==> src/rtl/assert_macros.svh <==
// shared assertion macros for the resample interpolator
`ifndef ASSERT_MACROS_SVH
`define ASSERT_MACROS_SVH

// same-cycle implication
`define ASSERT_IMPLIES(label, clk, rst, ante, cons) \
  label: assert property (@(posedge clk) disable iff (rst) (ante) |-> (cons)) \
    else $error("assertion failed");

// next-cycle implication
`define ASSERT_NEXT(label, clk, rst, ante, cons) \
  label: assert property (@(posedge clk) disable iff (rst) (ante) |=> (cons)) \
    else $error("assertion failed");

`endif

==> src/rtl/imr_pkg.sv <==
`default_nettype none

package imr_pkg;

  // item opcodes
  localparam logic OP_LOAD  = 1'b0;
  localparam logic OP_QUERY = 1'b1;

  // interpolation modes, the unused code acts as nearest
  localparam logic [1:0] MODE_NEAREST  = 2'd0;
  localparam logic [1:0] MODE_BILINEAR = 2'd1;
  localparam logic [1:0] MODE_BICUBIC  = 2'd2;

  // configuration register indexes
  localparam logic [0:0] REG_IMAGE_WIDTH  = 1'b0;
  localparam logic [0:0] REG_IMAGE_HEIGHT = 1'b1;

  localparam int CFG_W = 9;

  // accumulator control from the sequencer
  typedef struct packed {
    logic clear;
    logic tap;
  } imr_mac_ctrl_t;

endpackage

`default_nettype wire

==> src/rtl/imr_mac.sv <==
`default_nettype none

// per channel multiply accumulate of pixel by tap weight
module imr_mac #(
  parameter int CWW  = 52,
  parameter int ACCW = 62
) (
  input  logic                   clk,
  input  imr_pkg::imr_mac_ctrl_t ctrl,
  input  logic [23:0]            pix,
  input  logic signed [CWW-1:0]  cw,
  output logic signed [ACCW-1:0] acc [3]
);

  import imr_pkg::*;

  logic signed [CWW+8:0] prod [3];

  always_comb begin
    for (int ch = 0; ch < 3; ch++) begin
      prod[ch] = $signed({1'b0, pix[23-8*ch -: 8]}) * cw;
    end
  end

  always_ff @(posedge clk) begin
    for (int ch = 0; ch < 3; ch++) begin
      if (ctrl.clear) begin
        acc[ch] <= '0;
      end else if (ctrl.tap) begin
        acc[ch] <= acc[ch] + ACCW'(prod[ch]);
      end
    end
  end

endmodule

`default_nettype wire

==> config.mk <==
export PLATFORM = sky130hd
export DESIGN_NAME = imr_mac
export DESIGN_NICKNAME = d
export VERILOG_FILES = /design/src/rtl/assert_macros.svh /design/src/rtl/imr_pkg.sv /design/src/rtl/imr_mac.sv
export SDC_FILE = /design/constraint.sdc
export NUM_CORES = 2
export LEC_CHECK = 0
export BUFFER_PORTS_ARGS = -buffer_cell sky130_fd_sc_hd__buf_2
export CORE_MARGIN = 1.5
export CORE_UTILIZATION = 45
export CTS_CLUSTER_SIZE = 8
export DETAILED_ROUTE_END_ITERATION = 6
export GPL_TIMING_DRIVEN = 0
export PLACE_DENSITY = 0.62
export REMOVE_ABC_BUFFERS = 1
export SLEW_MARGIN = 5
export SYNTH_ARGS = -nofsm -noshare
export SYNTH_HDL_FRONTEND = slang
export SYNTH_SLANG_ARGS = --single-unit
export TNS_END_PERCENT = 100
==> constraint.sdc <==
create_clock -name clk -period 8.85 [get_ports clk]
set_input_delay 1.77 -clock clk [delete_from_list [all_inputs] [get_ports clk]]
set_output_delay 1.77 -clock clk [all_outputs]
set_load 0.02 [all_outputs]
# Yosys cells after proc, flatten, opt, wreduce, memory -nomap -nowiden
# Index checks and enable logic that the tools add are counted.
# W data, S select, Z words.
# op_classes
addsub	3
n_mul	3
# op_table
operator	count
$add A62 B61 Y62	3
$mul A9 B52 Y61	3
# totals
reg_bits	186
input_bits	79
output_inout_bits	186
word_cells	9

# Logic depth before layout (Yosys ltp)
# logic_depth
ltp_word	2
mapped_depth	25
ltp_nobuf	22

# Least setup slack after synthesis
# No wires, ideal clock.
# synth_timing
path_type	in2reg
startpoint	input port pix[0]
endpoint	register acc[61] in the netlist's numbering
setup_ps	123
t_arrival_ps	7388
setup_slack_ps	1339
cell_stages	23
path_buffers	3
path_cell_list	clkbuf_1 clkbuf_1 nand2_1 fa_1 inv_1 fa_1 fa_1 fa_1 inv_1 fa_1 inv_1 ha_1 buf_2 a21oi_1 o21bai_1 a221o_1 a2111o_1 o2111ai_2 a21oi_2 a41oi_2 mux2i_1 o21ai_2 mux2_1
# synth_between
elab_chain_cells	2
# synth_lines
element	line_no	text
from (decl)	imr_mac.sv:10	input logic [23:0] pix,
$mul A9 B52 Y61	imr_mac.sv:21	prod[ch] = $signed({1'b0, pix[23-8*ch -: 8]}) * cw;
$add A62 B61 Y62	imr_mac.sv:30	acc[ch] <= acc[ch] + ACCW'(prod[ch]);
to (signal, indexed assignment)	imr_mac.sv:30	
to (decl)	imr_mac.sv:12	output logic signed [ACCW-1:0] acc [3]
# No other way between the ends.
# A chain may end at the register's enable or synchronous reset.

# Final worst setup path
# layout_timing
startpoint	input port pix[4]
endpoint	register acc[58] in the netlist's numbering
# The elaborated chain is that of the path after synthesis.

==> results.cfg <==
[synthesis]
netlist_instances = 6219
synth-seq-area-share_pct = 6.93
synth_top_flop_cell = dfxtp_1
ys_seq_elements = 186
synthArstFlopShare_pct = 0
synth_warnings = 0
synth-edff-count = 0
syn-mean-instance-area_sq_um = 8.63
ys_types = 89
synth_area_sq_um = 53700

[worst_setup_path]
crit_arrival_ns = 9.00
cp_common_cell = fa_1
cp_top_family = adder cells
crit_type = in2reg
cp_num_buf_inv = 4
reg2reg_depth = 14
regToRegEndpoint = acc[58]
slowest_stage = buf_2
required_ns = 9.31
timing.rr.start = acc[17]
critPathMaxStageDelay_ns = 0.99
crit_fanout = 52
path_cells = buf_2, nand2_1, fa_1, inv_1, fa_1, fa_1, fa_1, inv_1, fa_1, inv_1, ha_1, nand4_1, nor4_1, nand4b_1, nand4_1, nand3_1, a21oi_2, o2111ai_2, a2111oi_2, o21ai_0, a32o_1
endpoint_kind = flip-flop
cp-start-kind = input pin
rrSetupSlack_ns = 4.39

[global_route]
overflow = 0
grt_pass1_wl_um = 230000
grtUsageTotal_pct = 24.1
grt_pass1_vias = 43200
grt_max_degree = 77
antenna_found_initial = 17

[finish]
n_fill_cell = 11700
layout_common_cells = 1,282 x inv_1, 1,131 x fa_1, 852 x nand2_1
largest_register = acc
nets = 7760
syn_to_final_growth_pct = 5.03
fin_util_pct = 47.7
drive_above_1_share_pct = 5.59
reg_top3 = acc: 186 flops
largest_reg_flops = 186
layout_commonest_cell = inv_1

[sta]
fmax_ghz = 0.117
hold_viol = 0
max_slew_margin_pct = 2.66
slew_violations = 0
final.setup.worst_slack_ns = 0.306
fin_crit_sh_pct = 96.5
fin_skew_ns = 0.0210
finalSetupViolations = 0
tightest_slew_ns = 1.46
rsz0062_at_grt = no
worst_hold_slack_ns = 0.478
setup_tns_ns = 0
fin_crit_ns = 8.54

[place]
pre_cts_slack_ns = -0.0993
dp_hpwl_um = 108000
port_buffers = 264
gp_congestion = 0.911

[clock_tree]
cts_resized = 0
clk_latency_ns = 0.57
cts_max_path_buffers = 2
clk_pin_slew_ns = 0.08
htreeDepth = 4
clock_sinks = 186
cts-root-buf = clkbuf_16
cts_setup_buffers = 0
postCtsHoldBufs = 0
cts_tree = yes
cts_buffers = 17

[floorplanning]
initial_utilization_pct = 45.4
fp.dieW_um = 348
core_sq_um = 118000
die_area_sq_um = 121000
die_h_um = 348
rows = 126
ioPinCount = 265

[route]
drtIter0Drc = 2379
viasPerCell = 5.34
drc_errors = 0
vias = 41200
post_drt_wl_per_cell_um = 18.1
wirelength_um = 139000
first_pass_iters = 6
drtAntennaViolNets = 0

[min_path]
worstHoldStart = acc[171]
worstHoldPathType = reg2reg
hold-path-cell-count = 2
worstHoldEndpoint = acc[171]

[run]
drv_cap = 0

[outcome]
status = finished, final reports clean
[synth_stat cells, types with 33 or more instances]
cell / count / area (sq um)
nand2_1: 852 / 3200
a21oi_1: 215 / 1080
ha_1: 390 / 4880
fa_1: 1131 / 22600
nand4_1: 50 / 313
nor2_1: 225 / 845
nor3_1: 33 / 165
o21bai_1: 43 / 323
and2_1: 599 / 3750
a21o_1: 108 / 811
clkbuf_1: 322 / 1210
o21ai_0: 145 / 726
mux2i_1: 84 / 841
xor2_1: 57 / 499
nand3_1: 44 / 220
xnor2_1: 111 / 972
inv_1: 1282 / 4810
dfxtp_1: 186 / 3720
[metrics by stage]
| step | instance area, sq um | instances |
|---|---|---|
| after CTS | 56400 | 7709 |
| after detailed placement | 55800 | 7677 |
| final | 56400 | 7714 |
| after floorplan | 52400 | 5871 |
| after global routing | 56400 | 7709 |
| after global placement | 55600 | 7671 |
[tightest hold or removal path, delay by kind of cell (launching register included)]
family | cells | cell delay, ns
AND/OR/NAND/NOR | 1 | 0.05
AO/OA/AOI/OAI | 1 | 0.06
flip-flops | 1 | 0.32
[kinds of logic (layout without fill, tap and decap cells)]
kind of cell	Yosys count	in the layout	share of synthesized area [%]
simple gates	1904	1904	17.1
buf+inv	1631	1585	11.5
fa+ha+maj	1521	1521	51.3
compound gates	722	722	8.87
flops	186	186	6.93
xor+xnor	168	168	2.74
mux	87	87	1.63
other cells	0	5	0
[worst max path at each step]
stage	from	end	slack, ns	depth (start not counted)
after floorplan	cw[18]	acc[61]	1.86	20
after global placement	ctrl[0]	acc[55]	-3.09	7
after detailed placement	pix[3]	acc[58]	-0.1	21
after CTS	pix[3]	acc[58]	0.51	21
after global routing	pix[4]	acc[58]	0.13	21
final	pix[4]	acc[58]	0.31	21
[metal layers]
metal	global-route usage [%]	part of all wire, %
met1	31.1	42
met4	5.58	1.8
met3	4.77	7.0
met5	0	0.11
met2	41.5	49
[final cells by class]
| class | count | area [sq um] | area share [%] |
|---|---|---|---|
| multi-input combinational | 4402 | 43800 | 77.7 |
| inverter | 1283 | 4820 | 8.55 |
| sequential | 186 | 3720 | 6.60 |
| tap | 1536 | 1920 | 3.41 |
| timing repair buffer | 270 | 1490 | 2.64 |
| clock buffer | 20 | 457 | 0.810 |
| clock inverter | 12 | 136 | 0.242 |
| antenna | 5 | 12.5 | 0.0222 |
Power is not shown: default switching activity piles up to over one toggle a cycle in this logic, so the estimate is an artifact.
