### config.mk
export PLATFORM = sky130hd
export DESIGN_NAME = imr_coef
export DESIGN_NICKNAME = d
export VERILOG_FILES = /design/src/rtl/assert_macros.svh /design/src/rtl/imr_coef.sv
export SDC_FILE = /design/constraint.sdc
export NUM_CORES = 1
export LEC_CHECK = 0
export ABC_AREA = 1
export BUFFER_PORTS_ARGS = -buffer_cell sky130_fd_sc_hd__buf_2
export CAP_MARGIN = 20
export CORE_UTILIZATION = 55
export CTS_CLUSTER_SIZE = 25
export DETAILED_ROUTE_END_ITERATION = 16
export HOLD_SLACK_MARGIN = 0.08
export PLACE_DENSITY = 0.77
export RECOVER_POWER = 100
export SLEW_MARGIN = 20
export SYNTH_ARGS = -nofsm -noshare
export SYNTH_HDL_FRONTEND = slang
export SYNTH_SLANG_ARGS = --single-unit
### constraint.sdc
create_clock -name clk -period 3.95 [get_ports clk]
set_input_delay 0.79 -clock clk [delete_from_list [all_inputs] [get_ports clk]]
set_output_delay 0.79 -clock clk [all_outputs]
set_load 0.02 [all_outputs]
### src/rtl/assert_macros.svh
// shared assertion macros for the resample interpolator
`ifndef ASSERT_MACROS_SVH
`define ASSERT_MACROS_SVH

// same-cycle implication
`define ASSERT_IMPLIES(label, clk, rst, ante, cons) \
  label: assert property (@(posedge clk) disable iff (rst) (ante) |-> (cons)) \
    else $error("assertion failed");

// next-cycle implication
`define ASSERT_NEXT(label, clk, rst, ante, cons) \
  label: assert property (@(posedge clk) disable iff (rst) (ante) |=> (cons)) \
    else $error("assertion failed");

`endif

### src/rtl/imr_coef.sv
`default_nettype none

// cubic convolution weights (a = -1) for one axis, pipelined through square, cube and weight registers
module imr_coef #(
  parameter int FRAC_BITS = 8,
  parameter int WW        = 26
) (
  input  logic                 clk,
  input  logic                 rst,
  input  logic                 start,
  input  logic [FRAC_BITS-1:0] frac,
  output logic                 valid,
  output logic signed [WW-1:0] w [4]
);

  localparam int F      = FRAC_BITS;
  localparam int WSHIFT = (3 * F > 24) ? (3 * F - 24) : 0;
  localparam int RW     = 3 * F + 3;
  localparam logic signed [RW-1:0] BIAS = RW'((64'd1 << WSHIFT) - 64'd1);

  logic [F-1:0]   u1, u2;
  logic [2*F-1:0] p, p2;
  logic [3*F-1:0] up;
  logic [2:0]     vpipe;

  logic signed [RW-1:0] s3, sp, s2u, upx;
  logic signed [RW-1:0] raw [4];
  logic signed [RW-1:0] tr  [4];

  // square then cube of the fraction
  always_ff @(posedge clk) begin
    u1 <= frac;
    p  <= frac * frac;
    u2 <= u1;
    p2 <= p;
    up <= u1 * p;
  end

  // polynomial terms at scale 2^(3F)
  always_comb begin
    s3  = $signed(RW'(1)) <<< (3 * F);
    sp  = $signed(RW'(p2)) <<< F;
    s2u = $signed(RW'(u2)) <<< (2 * F);
    upx = $signed(RW'(up));
    raw[0] = (sp <<< 1) - s2u - upx;
    raw[1] = s3 - (sp <<< 1) + upx;
    raw[2] = s2u + sp - upx;
    raw[3] = upx - sp;
    // rescale truncating toward zero
    for (int k = 0; k < 4; k++) begin
      tr[k] = (raw[k] + (raw[k][RW-1] ? BIAS : '0)) >>> WSHIFT;
    end
  end

  // weights held from the started fraction until the next start
  always_ff @(posedge clk) begin
    if (vpipe[1]) begin
      for (int k = 0; k < 4; k++) begin
        w[k] <= WW'(tr[k]);
      end
    end
  end

  always_ff @(posedge clk) begin
    if (rst) begin
      vpipe <= '0;
    end else begin
      vpipe <= {vpipe[1:0], start};
    end
  end

  assign valid = vpipe[2];

endmodule

`default_nettype wire

# Word level (Yosys, flattened, before mapping)
# Cells that the tools add are included.
# classes
add_sub_neg,7
n_mul,2
div_mod_pow,0
n_lt_le_gt_ge,0
eq_ne,0
n_shift,0
muxes,0
bitwise,0
reduce_logical,0
# op_table
op,count
25-bit by 24-bit subtractor with 26-bit output,2
26-bit by 25-bit adder with 26-bit output,1
25-bit by 25-bit subtractor with 26-bit output (first input constant),1
26-bit by 25-bit subtractor with 26-bit output,1
24-bit by 24-bit adder with 25-bit output,1
24-bit by 24-bit subtractor with 25-bit output,1
8-bit by 16-bit multiplier with 24-bit output,1
8-bit by 8-bit multiplier with 16-bit output,1
# totals
register_bits,179
latchBits,0
mem_bits_rw,0
mem_bits_ro,0
in_bits,11
output_inout_bits,105
wordCells,19
n_memories,0

# Depth between registers and ports, before layout
# Gate-level depths: netlist of the first run.
# logic_depth
word_depth,2
depth_mapped,22
mapped_depth_nobuf,21

# Least setup slack after synthesis of the first run
# Ideal clock, no wire load.
# synth_path
path_type,input -> register
startpoint,input port frac[5]
endpoint,register p[15]
setup_ns,0.112
arrival_time_ns,4.051
required_ns,3.838
slack_ns,-0.213
cell_stages,17
n_path_buf,1
cell_sequence,clkbuf_1 nand2_1 inv_1 fa_1 inv_1 fa_1 fa_1 inv_1 fa_1 ha_1 inv_1 o21ai_0 a21oi_1 nand2_1 nand2_1 nand3b_1 nand2_1
# synth_between
elab_chain_len,1
# synth_rtl
item,line_no,rtl
start: declaration,imr_coef.sv:11,"input logic [FRAC_BITS-1:0] frac,"
8-bit by 8-bit multiplier with 16-bit output,imr_coef.sv:33,p <= frac * frac;
end signal: assignment,imr_coef.sv:33,
end: declaration,imr_coef.sv:22,"logic [2*F-1:0] p, p2;"
# No other way between the ends.
# A chain may end at the register's enable or synchronous reset.

# Final worst setup path of the first run
# layout_path
startpoint,register u1[7]
endpoint,register up[21]
# layout_between
elab_chain_len,1
# layout_rtl
item,line_no,rtl
start: declaration,imr_coef.sv:21,"logic [F-1:0] u1, u2;"
start signal: assignment,imr_coef.sv:32,u1 <= frac;
8-bit by 16-bit multiplier with 24-bit output,imr_coef.sv:36,up <= u1 * p;
end signal: assignment,imr_coef.sv:36,
end: declaration,imr_coef.sv:23,logic [3*F-1:0] up;
# No other way between the ends.

==> flow_metrics.env, run 1 <==
export IMPL_outcome="finished with violations"
export IMPL_failing_checks="negative setup slack"
export IMPL_layout_nets=2634
export IMPL_estimated_wirelength_of_the_detail_placed_design_mm=34.21
export IMPL_vias=14076
export IMPL_synth_top_area_share_pct=17.81
export IMPL_tritoncts="yes"
export IMPL_pre_cts_slack_ns=-0.2933
export IMPL_yosysMostFrequentCell="sky130_fd_sc_hd__nand2_1"
export IMPL_instances_no_fill=2733
export IMPL_final_hold_viol_count=0
export IMPL_clk_transition_reported_paths_ns=0.08
export IMPL_endpoint_kind_of_the_worst_setup_timing_path="register"
export IMPL_cts_root_to_sink_buffers=2
export IMPL_grt_ovf=0
export IMPL_synth_sequential_area_ratio_pct=26.47
export IMPL_post_synth_most_frequent_cells="sky130_fd_sc_hd__nand2_1, sky130_fd_sc_hd__inv_1, sky130_fd_sc_hd__ha_1"
export IMPL_finalMaxSlewViolations=0
export IMPL_grt_antenna_before_repair=0
export IMPL_max_slew_worst_pin_slew_ns=0.9729
export IMPL_cts_root_buf="sky130_fd_sc_hd__clkbuf_16"
export IMPL_p_r_area_growth_vs_syn_pct=19.44
export IMPL_cts_max_level=4
export IMPL_ys_warn_count=0
export IMPL_setup_worst_path_class="reg -> reg"
export IMPL_async_flop_share_pct=0
export IMPL_ant_nets=0
export IMPL_core_rowCount=62
export IMPL_postSynthRegisterBits=166
export IMPL_die_h_um=173.5
export IMPL_layout_area_seq_mm2=0.004322
export IMPL_clock_skew_ns=0.01723
export IMPL_io_port_bufs=115
export IMPL_max_clock_freq_mhz=252.7
export IMPL_die_area_mm2=0.03012
export IMPL_dr_first_iter_drc_count=1110
export IMPL_insertion_delay_of_the_later_clocked_pin_in_the_worst_skew_pair_ns=0.44
export IMPL_synth_enable_flop_cells=96
export IMPL_postSynthCellCount=2126
export IMPL_synth_largest_area_cell="sky130_fd_sc_hd__edfxtp_1"
export IMPL_numPlacedInstances=2686
export IMPL_fillers=2384
export IMPL_routabilityCongestion=0.9736
export IMPL_post_route_util_pct=66.99
export IMPL_core_area_mm2=0.02886
export IMPL_grt_setup_unrepaired="yes"
export IMPL_multiInputGateArea_mm2=0.01032
export IMPL_n_antenna_cell=0
export IMPL_post_synth_num_cell_types=39
export IMPL_finalWirelength_mm=42.99
export IMPL_grt_start_max_net_pins=81
export IMPL_drive_gt1_share_pct=20.14
export IMPL_wl_per_cell_um=15.73
export IMPL_min_period_over_period_pct=100.2
export IMPL_start_kind="register"
export IMPL_final_min_clock_period_ns=3.957
export IMPL_total_routing_resource_utilization_after_global_routing_pct=28.06
export IMPL_drt_first_pass_iters=8
export IMPL_ys_top_cells_by_area="sky130_fd_sc_hd__edfxtp_1, sky130_fd_sc_hd__fa_1, sky130_fd_sc_hd__nand2_1"
export IMPL_worst_slack_ns=-0.006720
export IMPL_mapped_avg_cell_area_um2=7.613
export IMPL_floorplan_initialDensity_pct=56.09
export IMPL_setup_viol_count_final=2
export IMPL_io_pins=116
export IMPL_route_detailed_drc=0
export IMPL_critical_path_max_fanout=6
export IMPL_postPlaceCellArea_mm2=0.01796
export IMPL_first_global_vias=13785
export IMPL_cp_arrival_ns=4.30
export IMPL_synth_area_mm2=0.01619
export IMPL_die_width_um=173.5
export IMPL_hold_path_class="reg -> reg"
export IMPL_synth_top_flop_cell="sky130_fd_sc_hd__edfxtp_1"
export IMPL_cap_violations=0
export IMPL_layout_cell_area_non_filler_mm2=0.01933
export IMPL_vias_per_cell=5.150
export IMPL_cts_buffers=17
export IMPL_cts_sink_count=166
export IMPL_slew_limit_headroom_pct=35.14
export IMPL_critPathRequiredTime_ns=4.30
export IMPL_grt_first_pass_wirelength_mm=66.89
==> final cells by class <==
class / instances / share of cell area [%]
clock inverters: 15 / 0.9902
multi-input cells: 1382 / 53.38
inverters: 539 / 10.48
well taps: 384 / 2.485
clock buffers: 17 / 2.201
repair buffers: 230 / 8.109
flip-flops and latches: 166 / 22.35
==> metal layers <==
metal | wire length (um) | GRT usage [%] | vias up
li1 | - | - | 6841
met1 | 17340 | 33.92 | 6561
met2 | 21270 | 49.85 | 547
met3 | 2486 | 4.232 | 127
met4 | 1889 | 11.43 | 0
met5 | 0 | 0 | -
==> final timing paths <==
path / start / endpoint / slack, ns / cells past startpoint
hold reg to reg: vpipe[0] / vpipe[1] / 0.40 / 2
setup / recovery: u1[7] / up[21] / -0.007 / 20
setup reg to reg: u1[7] / up[21] / -0.007 / 20
hold / removal: vpipe[0] / vpipe[1] / 0.40 / 2
==> worst max-delay path, stage by stage (launching register included) <==
cell	delay, ns
sky130_fd_sc_hd__dfxtp_4	0.38
sky130_fd_sc_hd__buf_6	0.13
sky130_fd_sc_hd__nand2_1	0.07
sky130_fd_sc_hd__inv_2	0.05
sky130_fd_sc_hd__fa_1	0.47
sky130_fd_sc_hd__fa_1	0.53
sky130_fd_sc_hd__fa_1	0.55
sky130_fd_sc_hd__inv_1	0.06
sky130_fd_sc_hd__fa_1	0.52
sky130_fd_sc_hd__inv_1	0.06
sky130_fd_sc_hd__ha_4	0.27
sky130_fd_sc_hd__nand2_1	0.09
sky130_fd_sc_hd__nand2_2	0.07
sky130_fd_sc_hd__inv_1	0.08
sky130_fd_sc_hd__nand2_2	0.08
sky130_fd_sc_hd__nand2_1	0.06
sky130_fd_sc_hd__nand2_1	0.08
sky130_fd_sc_hd__nor2_2	0.13
sky130_fd_sc_hd__nand2_1	0.07
sky130_fd_sc_hd__nand2_1	0.06
sky130_fd_sc_hd__nand2_1	0.04
==> layout by cell type, fill, tap and decap left out, drive strengths merged, types with 4 or more instances in the layout <==
cell type	netlist	layout
a21oi	93	93
buf	8	229
clkbuf	35	18
clkinv	0	4
conb	1	5
dfxtp	70	70
edfxtp	96	96
fa	127	127
ha	160	160
inv	539	545
nand2	561	561
nand3	98	98
nand3b	6	6
nand4	23	23
nor2	152	152
nor3	12	12
nor4	5	5
o21ai	51	51
o21bai	7	7
xnor2	15	15
xor2	54	54
==> per-stage QoR <==
step	TNS [ns]	hold WS, ns
3_5_place_dp	-4.484	0.3913
4_1_cts	-0.002518	0.4079
6_report	-0.01267	0.4003
3_3_place_gp	-2.590	0.3903
2_1_floorplan	-0.1446	0.3290
5_1_grt	-1.044	0.4308
==> repair_timing <==
action                                  in CTS  in global routing
resized for setup                           40                137
pin swaps                                    9                 82
cloned                                       0                  1
hold buffers                                 0                  0
endpoints found under the setup margin      17                 17
buffers inserted                             1                 13
==> cells by family (layout without fill, tap and decap cells) <==
logic type               count (synthesis)  after routing  share of synthesized area (%)
AO/OA/AOI/OAI                          160            160                          5.342
XOR/XNOR                                69             69                          3.734
AND/OR/NAND/NOR                        861            861                          22.67
adder cells (fa/ha/maj)                287            287                          28.08
flip-flops                             166            166                          26.47
buffers and inverters                  582            801                          13.68
other                                    1              5                        0.02317
==> flip-flops by register name, indices dropped and copies added, names as in the netlist <==
| register | flops |
|---|---|
| p2 | 14 |
| u2 | 7 |
| up | 24 |
| u1 | 7 |
| vpipe | 3 |
| w | 96 |
| p | 15 |
Power of run 1 is left out: the tool's default activity adds up to more than one toggle a clock period on the data nets, which glitch-free logic cannot reach.
==> run 2: changes to the inputs <==
--- a/config.mk
+++ b/config.mk
@@ -14,6 +14,7 @@
 export HOLD_SLACK_MARGIN = 0.08
 export PLACE_DENSITY = 0.77
 export RECOVER_POWER = 100
+export SETUP_SLACK_MARGIN = 0.2
 export SLEW_MARGIN = 20
 export SYNTH_ARGS = -nofsm -noshare
 export SYNTH_HDL_FRONTEND = slang
==> constraint.sdc (replaced) <==
create_clock -name clk -period 3.4 [get_ports clk]
set_input_delay 0.68 -clock clk [delete_from_list [all_inputs] [get_ports clk]]
set_output_delay 0.68 -clock clk [all_outputs]
set_load 0.02 [all_outputs]
==> run 2 against run 1 <==
Net effect: cell area increased by 4.6%; maximum frequency grew 1.5%; flip-flop and latch count is the same; register-to-register slack lost 0.49 ns; non-clock buffer count increased by 28; sequential share of layout area decreased by 0.97 points; highest routed layer unchanged; final cell count grew 1.0%; the flow still finishes with violations (negative setup slack); worst setup slack worse by 0.49 ns; critical path type unchanged; clock-buffer cell count did not move; worst hold slack better by 0.011 ns; global-route usage increased by 1.2 points; die area is the same.
==> flow_metrics.env, run 2 (synthesis gave the netlist of run 1 again) <==
export IMPL_worstHoldStart="vpipe[0]"
export IMPL_first_global_vias=13947
export IMPL_failing_checks="negative setup slack"
export IMPL_clk_transition_reported_paths_ns=0.08
export IMPL_cell_with_the_most_instances_on_the_worst_path="sky130_fd_sc_hd__fa_1"
export IMPL_reg2regPathDepth=16
export IMPL_cts_max_level=4
export IMPL_final_min_clock_period_ns=3.898
export IMPL_layout_nets=2662
export IMPL_ant_nets=0
export IMPL_max_clock_freq_mhz=256.6
export IMPL_p_r_area_growth_vs_syn_pct=24.95
export IMPL_die_h_um=173.5
export IMPL_start_kind="register"
export IMPL_outcome="finished with violations"
export IMPL_cpMaxStageDelayCell="sky130_fd_sc_hd__fa_1"
export IMPL_routabilityCongestion=0.9701
export IMPL_critical_path_max_fanout=5
export IMPL_hold_path_class="reg -> reg"
export IMPL_layout_cell_area_non_filler_mm2=0.02022
export IMPL_core_area_mm2=0.02886
export IMPL_flip_flop_count_of_the_largest_register_all_copies_and_words_added=96
export IMPL_cts_root_buf="sky130_fd_sc_hd__clkbuf_16"
export IMPL_insertion_delay_of_the_later_clocked_pin_in_the_worst_skew_pair_ns=0.45
export IMPL_n_antenna_cell=0
export IMPL_critPathBufInv=5
export IMPL_drive_gt1_share_pct=25.62
export IMPL_grt_setup_unrepaired="yes"
export IMPL_grt_start_max_net_pins=41
export IMPL_final_common_cell="sky130_fd_sc_hd__inv_1"
export IMPL_cts_sink_count=166
export IMPL_dr_first_iter_drc_count=1039
export IMPL_vias_per_cell=5.145
export IMPL_floorplan_initialDensity_pct=56.09
export IMPL_regToRegSetupSlack_ns=-0.50
export IMPL_pre_cts_slack_ns=-0.7107
export IMPL_postPlaceCellArea_mm2=0.01838
export IMPL_cts_buffers=17
export IMPL_io_pins=116
export IMPL_cpLargestDelayFamily="adder cells"
export IMPL_finalWirelength_mm=44.29
export IMPL_worst_slack_ns=-0.4977
export IMPL_die_area_mm2=0.03012
export IMPL_grt_first_pass_wirelength_mm=69.15
export IMPL_die_width_um=173.5
export IMPL_highest_count_cells_in_the_layout_ignoring_fill_and_taps="sky130_fd_sc_hd__inv_1, sky130_fd_sc_hd__nand2_1, sky130_fd_sc_hd__ha_1"
export IMPL_io_port_bufs=115
export IMPL_grt_ovf=0
export IMPL_core_rowCount=62
export IMPL_setup_worst_path_class="reg -> reg"
export IMPL_min_period_over_period_pct=114.6
export IMPL_critical_path_reg2reg_endpoint="up[15]"
export IMPL_total_routing_resource_utilization_after_global_routing_pct=29.23
export IMPL_final_hold_viol_count=0
export IMPL_critPathRequiredTime_ns=3.76
export IMPL_setup_viol_count_final=27
export IMPL_slew_limit_headroom_pct=63.88
export IMPL_fin_worst_hold_slack_ns=0.4110
export IMPL_min_delay_path_depth=2
export IMPL_route_detailed_drc=0
export IMPL_estimated_wirelength_of_the_detail_placed_design_mm=34.79
export IMPL_clock_skew_ns=0.01385
export IMPL_tritoncts="yes"
export IMPL_cp_arrival_ns=4.26
export IMPL_cp_cell_sequence="buf_12, nand2_2, fa_1, fa_1, inv_2, fa_1, inv_1, fa_1, inv_2, ha_4, nand2_8, nor2_4, inv_1, nor2_2, a21oi_2, xnor2_1"
export IMPL_largest_register="w"
export IMPL_timing_setup_tns_ns=-9.712
export IMPL_finalMaxSlewViolations=0
export IMPL_cts_root_to_sink_buffers=2
export IMPL_vias=14205
export IMPL_holdPathEnd="vpipe[1]"
export IMPL_grt_antenna_before_repair=0
export IMPL_critical_path_cell_count=16
export IMPL_drt_first_pass_iters=5
export IMPL_endpoint_kind_of_the_worst_setup_timing_path="register"
export IMPL_wl_per_cell_um=16.04
export IMPL_worst_r2r_startpoint="u1[3]"
export IMPL_cap_violations=0
export IMPL_max_slew_worst_pin_slew_ns=0.5418
export IMPL_top_regs="w (96), up (24), p (15)"
export IMPL_max_stage_delay_ns=0.55
[run 2: cell count changes in the layout (fill, tap and decap cells not counted), moves of 9 or more]
| cell | delta |
|---|---|
| sky130_fd_sc_hd__buf_6 | +17 |
| sky130_fd_sc_hd__buf_8 | +9 |
| sky130_fd_sc_hd__ha_1 | -14 |
| sky130_fd_sc_hd__ha_4 | +13 |
| sky130_fd_sc_hd__inv_1 | -31 |
| sky130_fd_sc_hd__inv_2 | +26 |
| sky130_fd_sc_hd__nand2_1 | -39 |
| sky130_fd_sc_hd__nand2_2 | +26 |
| sky130_fd_sc_hd__nand2_4 | +12 |
[run 2: metal layers]
layer | GRT usage [%] | vias up | wire, um
met5 | 0 | - | 0
met1 | 36.43 | 6671 | 18160
met2 | 51.76 | 528 | 22040
met4 | 11.47 | 0 | 1645
met3 | 3.180 | 107 | 2439
li1 | - | 6899 | -
[run 2: repair_timing]
action,4_1_cts,5_1_grt
gates resized for setup,154,108
gates cloned,0,0
setup endpoints to repair,29,28
hold buffers,0,0
setup buffers,23,15
pin swaps,94,76
[run 2: through the flow]
| stage | util [%] | instances |
|---|---|---|
| after detailed placement | 63.68 | 2691 |
| after floorplan | - | 2130 |
| final | 70.08 | 2761 |
| after global placement | 63.68 | 2691 |
| after global routing | 70.08 | 2761 |
| after CTS | 68.20 | 2746 |
[run 2: final cells by class]
cell class	count	area, um^2
clock inverters	15	160.2
inverters	539	2038
flip-flops and latches	166	4324
well taps	384	480.5
clock buffers	17	425.4
multi-input cells	1382	10840
fillers	2244	8633
repair buffers	258	1957
[run 2: worst min-delay path: cells and delay by family (launching register included)]
family	cells	cell delay, ns
buffers and inverters	1	0.04
DFF	1	0.30
and+or+nand+nor	1	0.04
[run 2: worst max-delay path by stage]
stage | endpoint | slack (ns) | startpoint
detailed placement | p[14] | -0.71 | frac[6]
floorplan | p[15] | -0.50 | frac[5]
finish | up[15] | -0.50 | u1[3]
global placement | p[15] | -0.66 | frac[6]
CTS | up[9] | -0.40 | u1[2]
global route | up[23] | -0.62 | u1[3]
Power of run 2 is left out for the same reason.
==> run 3: changes to the inputs <==
--- a/config.mk
+++ b/config.mk
@@ -8,6 +8,7 @@
 export ABC_AREA = 1
 export BUFFER_PORTS_ARGS = -buffer_cell sky130_fd_sc_hd__buf_2
 export CAP_MARGIN = 20
+export CORE_ASPECT_RATIO = 1.75
 export CORE_UTILIZATION = 55
 export CTS_CLUSTER_SIZE = 25
 export DETAILED_ROUTE_END_ITERATION = 16
==> run 3 against run 2 <==
Net effect: final cell count is 0.33% lower; critical endpoint is now up[21]; the run still ends with negative setup slack left; sequential share of layout area increased by 0.22 points; wire length up 5.6%; non-clock buffer count down 3; clock-buffer cell count increased by 4; core utilization fell by 0.54 points; cell area is 0.86% lower; worst hold slack got worse by 0.0071 ns; worst setup slack worse by 0.022 ns; maximum frequency decreased by 0.55%; global-route usage rose by 2.1 points; critical path type unchanged; highest routed layer unchanged; register-to-register slack got worse by 0.02 ns.
==> flow_metrics.env, run 3 (synthesis gave the netlist of run 1 again) <==
export IMPL_io_pins=116
export IMPL_cts_max_level=4
export IMPL_setup_worst_path_class="reg -> reg"
export IMPL_grt_setup_unrepaired="yes"
export IMPL_floorplan_initialDensity_pct=56.14
export IMPL_grt_antenna_before_repair=0
export IMPL_layout_nets=2659
export IMPL_max_stage_delay_ns=0.58
export IMPL_core_area_mm2=0.02883
export IMPL_outcome="finished with violations"
export IMPL_final_common_cell="sky130_fd_sc_hd__nand2_1"
export IMPL_cts_root_to_sink_buffers=2
export IMPL_largest_register="w"
export IMPL_hold_path_class="reg -> reg"
export IMPL_highest_count_cells_in_the_layout_ignoring_fill_and_taps="sky130_fd_sc_hd__nand2_1, sky130_fd_sc_hd__inv_1, sky130_fd_sc_hd__ha_1"
export IMPL_wl_per_cell_um=17.00
export IMPL_clock_skew_ns=0.01164
export IMPL_max_clock_freq_mhz=255.2
export IMPL_estimated_wirelength_of_the_detail_placed_design_mm=36.94
export IMPL_worst_slack_ns=-0.5192
export IMPL_top_regs="w (96), up (24), p (15)"
export IMPL_finalMaxSlewViolations=0
export IMPL_critPathBufInv=5
export IMPL_vias=14416
export IMPL_final_min_clock_period_ns=3.919
export IMPL_grt_first_pass_wirelength_mm=72.32
export IMPL_dr_first_iter_drc_count=808
export IMPL_die_h_um=228.9
export IMPL_drive_gt1_share_pct=24.89
export IMPL_cpLargestDelayFamily="adder cells"
export IMPL_slew_limit_headroom_pct=57.36
export IMPL_io_port_bufs=115
export IMPL_finalWirelength_mm=46.79
export IMPL_instances_no_fill=2752
export IMPL_failing_checks="negative setup slack"
export IMPL_cts_sink_count=166
export IMPL_max_slew_worst_pin_slew_ns=0.6372
export IMPL_critPathRequiredTime_ns=3.75
export IMPL_drt_first_pass_iters=6
export IMPL_critical_path_max_fanout=8
export IMPL_cap_violations=0
export IMPL_cts_root_buf="sky130_fd_sc_hd__clkbuf_16"
export IMPL_die_area_mm2=0.03015
export IMPL_core_rowCount=82
export IMPL_die_width_um=131.7
export IMPL_start_kind="register"
export IMPL_min_period_over_period_pct=115.3
export IMPL_total_routing_resource_utilization_after_global_routing_pct=31.35
export IMPL_cp_arrival_ns=4.27
export IMPL_cpMaxStageDelayCell="sky130_fd_sc_hd__fa_1"
export IMPL_flip_flop_count_of_the_largest_register_all_copies_and_words_added=96
export IMPL_setup_viol_count_final=27
export IMPL_cts_buffers=17
export IMPL_routabilityCongestion=1.029
export IMPL_endpoint_kind_of_the_worst_setup_timing_path="register"
export IMPL_fin_worst_hold_slack_ns=0.4039
export IMPL_p_r_area_growth_vs_syn_pct=23.88
export IMPL_n_antenna_cell=0
export IMPL_numPlacedInstances=2699
export IMPL_tritoncts="yes"
export IMPL_final_hold_viol_count=0
export IMPL_route_detailed_drc=0
export IMPL_ant_nets=0
export IMPL_grt_ovf=0
export IMPL_first_global_vias=15121
export IMPL_insertion_delay_of_the_later_clocked_pin_in_the_worst_skew_pair_ns=0.46
export IMPL_cp_cell_sequence="nand2_2, inv_2, fa_1, inv_2, fa_1, inv_1, fa_1, inv_2, fa_1, inv_2, ha_4, nand2_2, nor2_4, nand2_1, nor2_2, nor2_2, nand3_1, nand2_1"
export IMPL_vias_per_cell=5.238
export IMPL_grt_start_max_net_pins=47
export IMPL_clk_transition_reported_paths_ns=0.07
run 3: changes by cell type in the layout (fill, tap and decap cells not counted), sizes merged:
cell and change:
bufinv +1, buf -3, clkinv -6, clkinvlp +2, inv -1, clkbuf +4
run 3: repair_timing:
action | 4_1_cts | 5_1_grt
endpoints found under the setup margin | 28 | 28
hold buffers | 0 | 0
buffers inserted | 16 | 5
resized for setup | 132 | 105
pin swaps | 82 | 62
run 3: worst paths after layout:
check / startpoint / to / slack [ns] / cells past startpoint
setup reg to reg: u1[7] / up[21] / -0.52 / 18
hold / removal: vpipe[0] / vpipe[1] / 0.40 / 2
setup / recovery: u1[7] / up[21] / -0.52 / 18
hold reg to reg: vpipe[0] / vpipe[1] / 0.40 / 2
run 3: final cells by class:
type / instances / area (um^2)
Multi-Input combinational cell: 1382 / 10750
Fill cell: 2273 / 8780
Sequential cell: 166 / 4330
Inverter: 539 / 2036
Timing Repair Buffer: 255 / 1848
Clock buffer: 21 / 503.0
Tap cell: 378 / 473.0
Clock inverter: 11 / 108.9
run 3: metal layers:
layer	vias to the layer above	global-route usage [%]	wire length, um
li1	6901	-	-
met1	6756	26.77	14960
met2	504	62.05	25740
met3	255	4.303	1605
met4	0	26.74	4482
met5	-	0	0
run 3: worst register-to-register path: stages (launching register included):
cell and delay (ns):
sky130_fd_sc_hd__dfxtp_4 0.41, sky130_fd_sc_hd__nand2_2 0.09, sky130_fd_sc_hd__inv_2 0.04, sky130_fd_sc_hd__fa_1 0.58, sky130_fd_sc_hd__inv_2 0.06, sky130_fd_sc_hd__fa_1 0.50
sky130_fd_sc_hd__inv_1 0.06, sky130_fd_sc_hd__fa_1 0.49, sky130_fd_sc_hd__inv_2 0.04, sky130_fd_sc_hd__fa_1 0.50, sky130_fd_sc_hd__inv_2 0.05, sky130_fd_sc_hd__ha_4 0.29
sky130_fd_sc_hd__nand2_2 0.08, sky130_fd_sc_hd__nor2_4 0.14, sky130_fd_sc_hd__nand2_1 0.09, sky130_fd_sc_hd__nor2_2 0.18, sky130_fd_sc_hd__nor2_2 0.07, sky130_fd_sc_hd__nand3_1 0.08
sky130_fd_sc_hd__nand2_1 0.06
run 3: per-stage QoR:
stage	cell area (um^2)	setup WS, ns	setup TNS (ns)	utilization, %
global placement	18490	-0.6245	-12.08	64.12
finish	20050	-0.5192	-8.942	69.55
CTS	19660	-0.4231	-6.344	68.18
floorplan	16830	-0.5012	-5.668	-
detailed placement	18490	-0.7073	-14.38	64.12
global route	20050	-0.6094	-12.09	69.55
Power of run 3 is left out for the same reason.
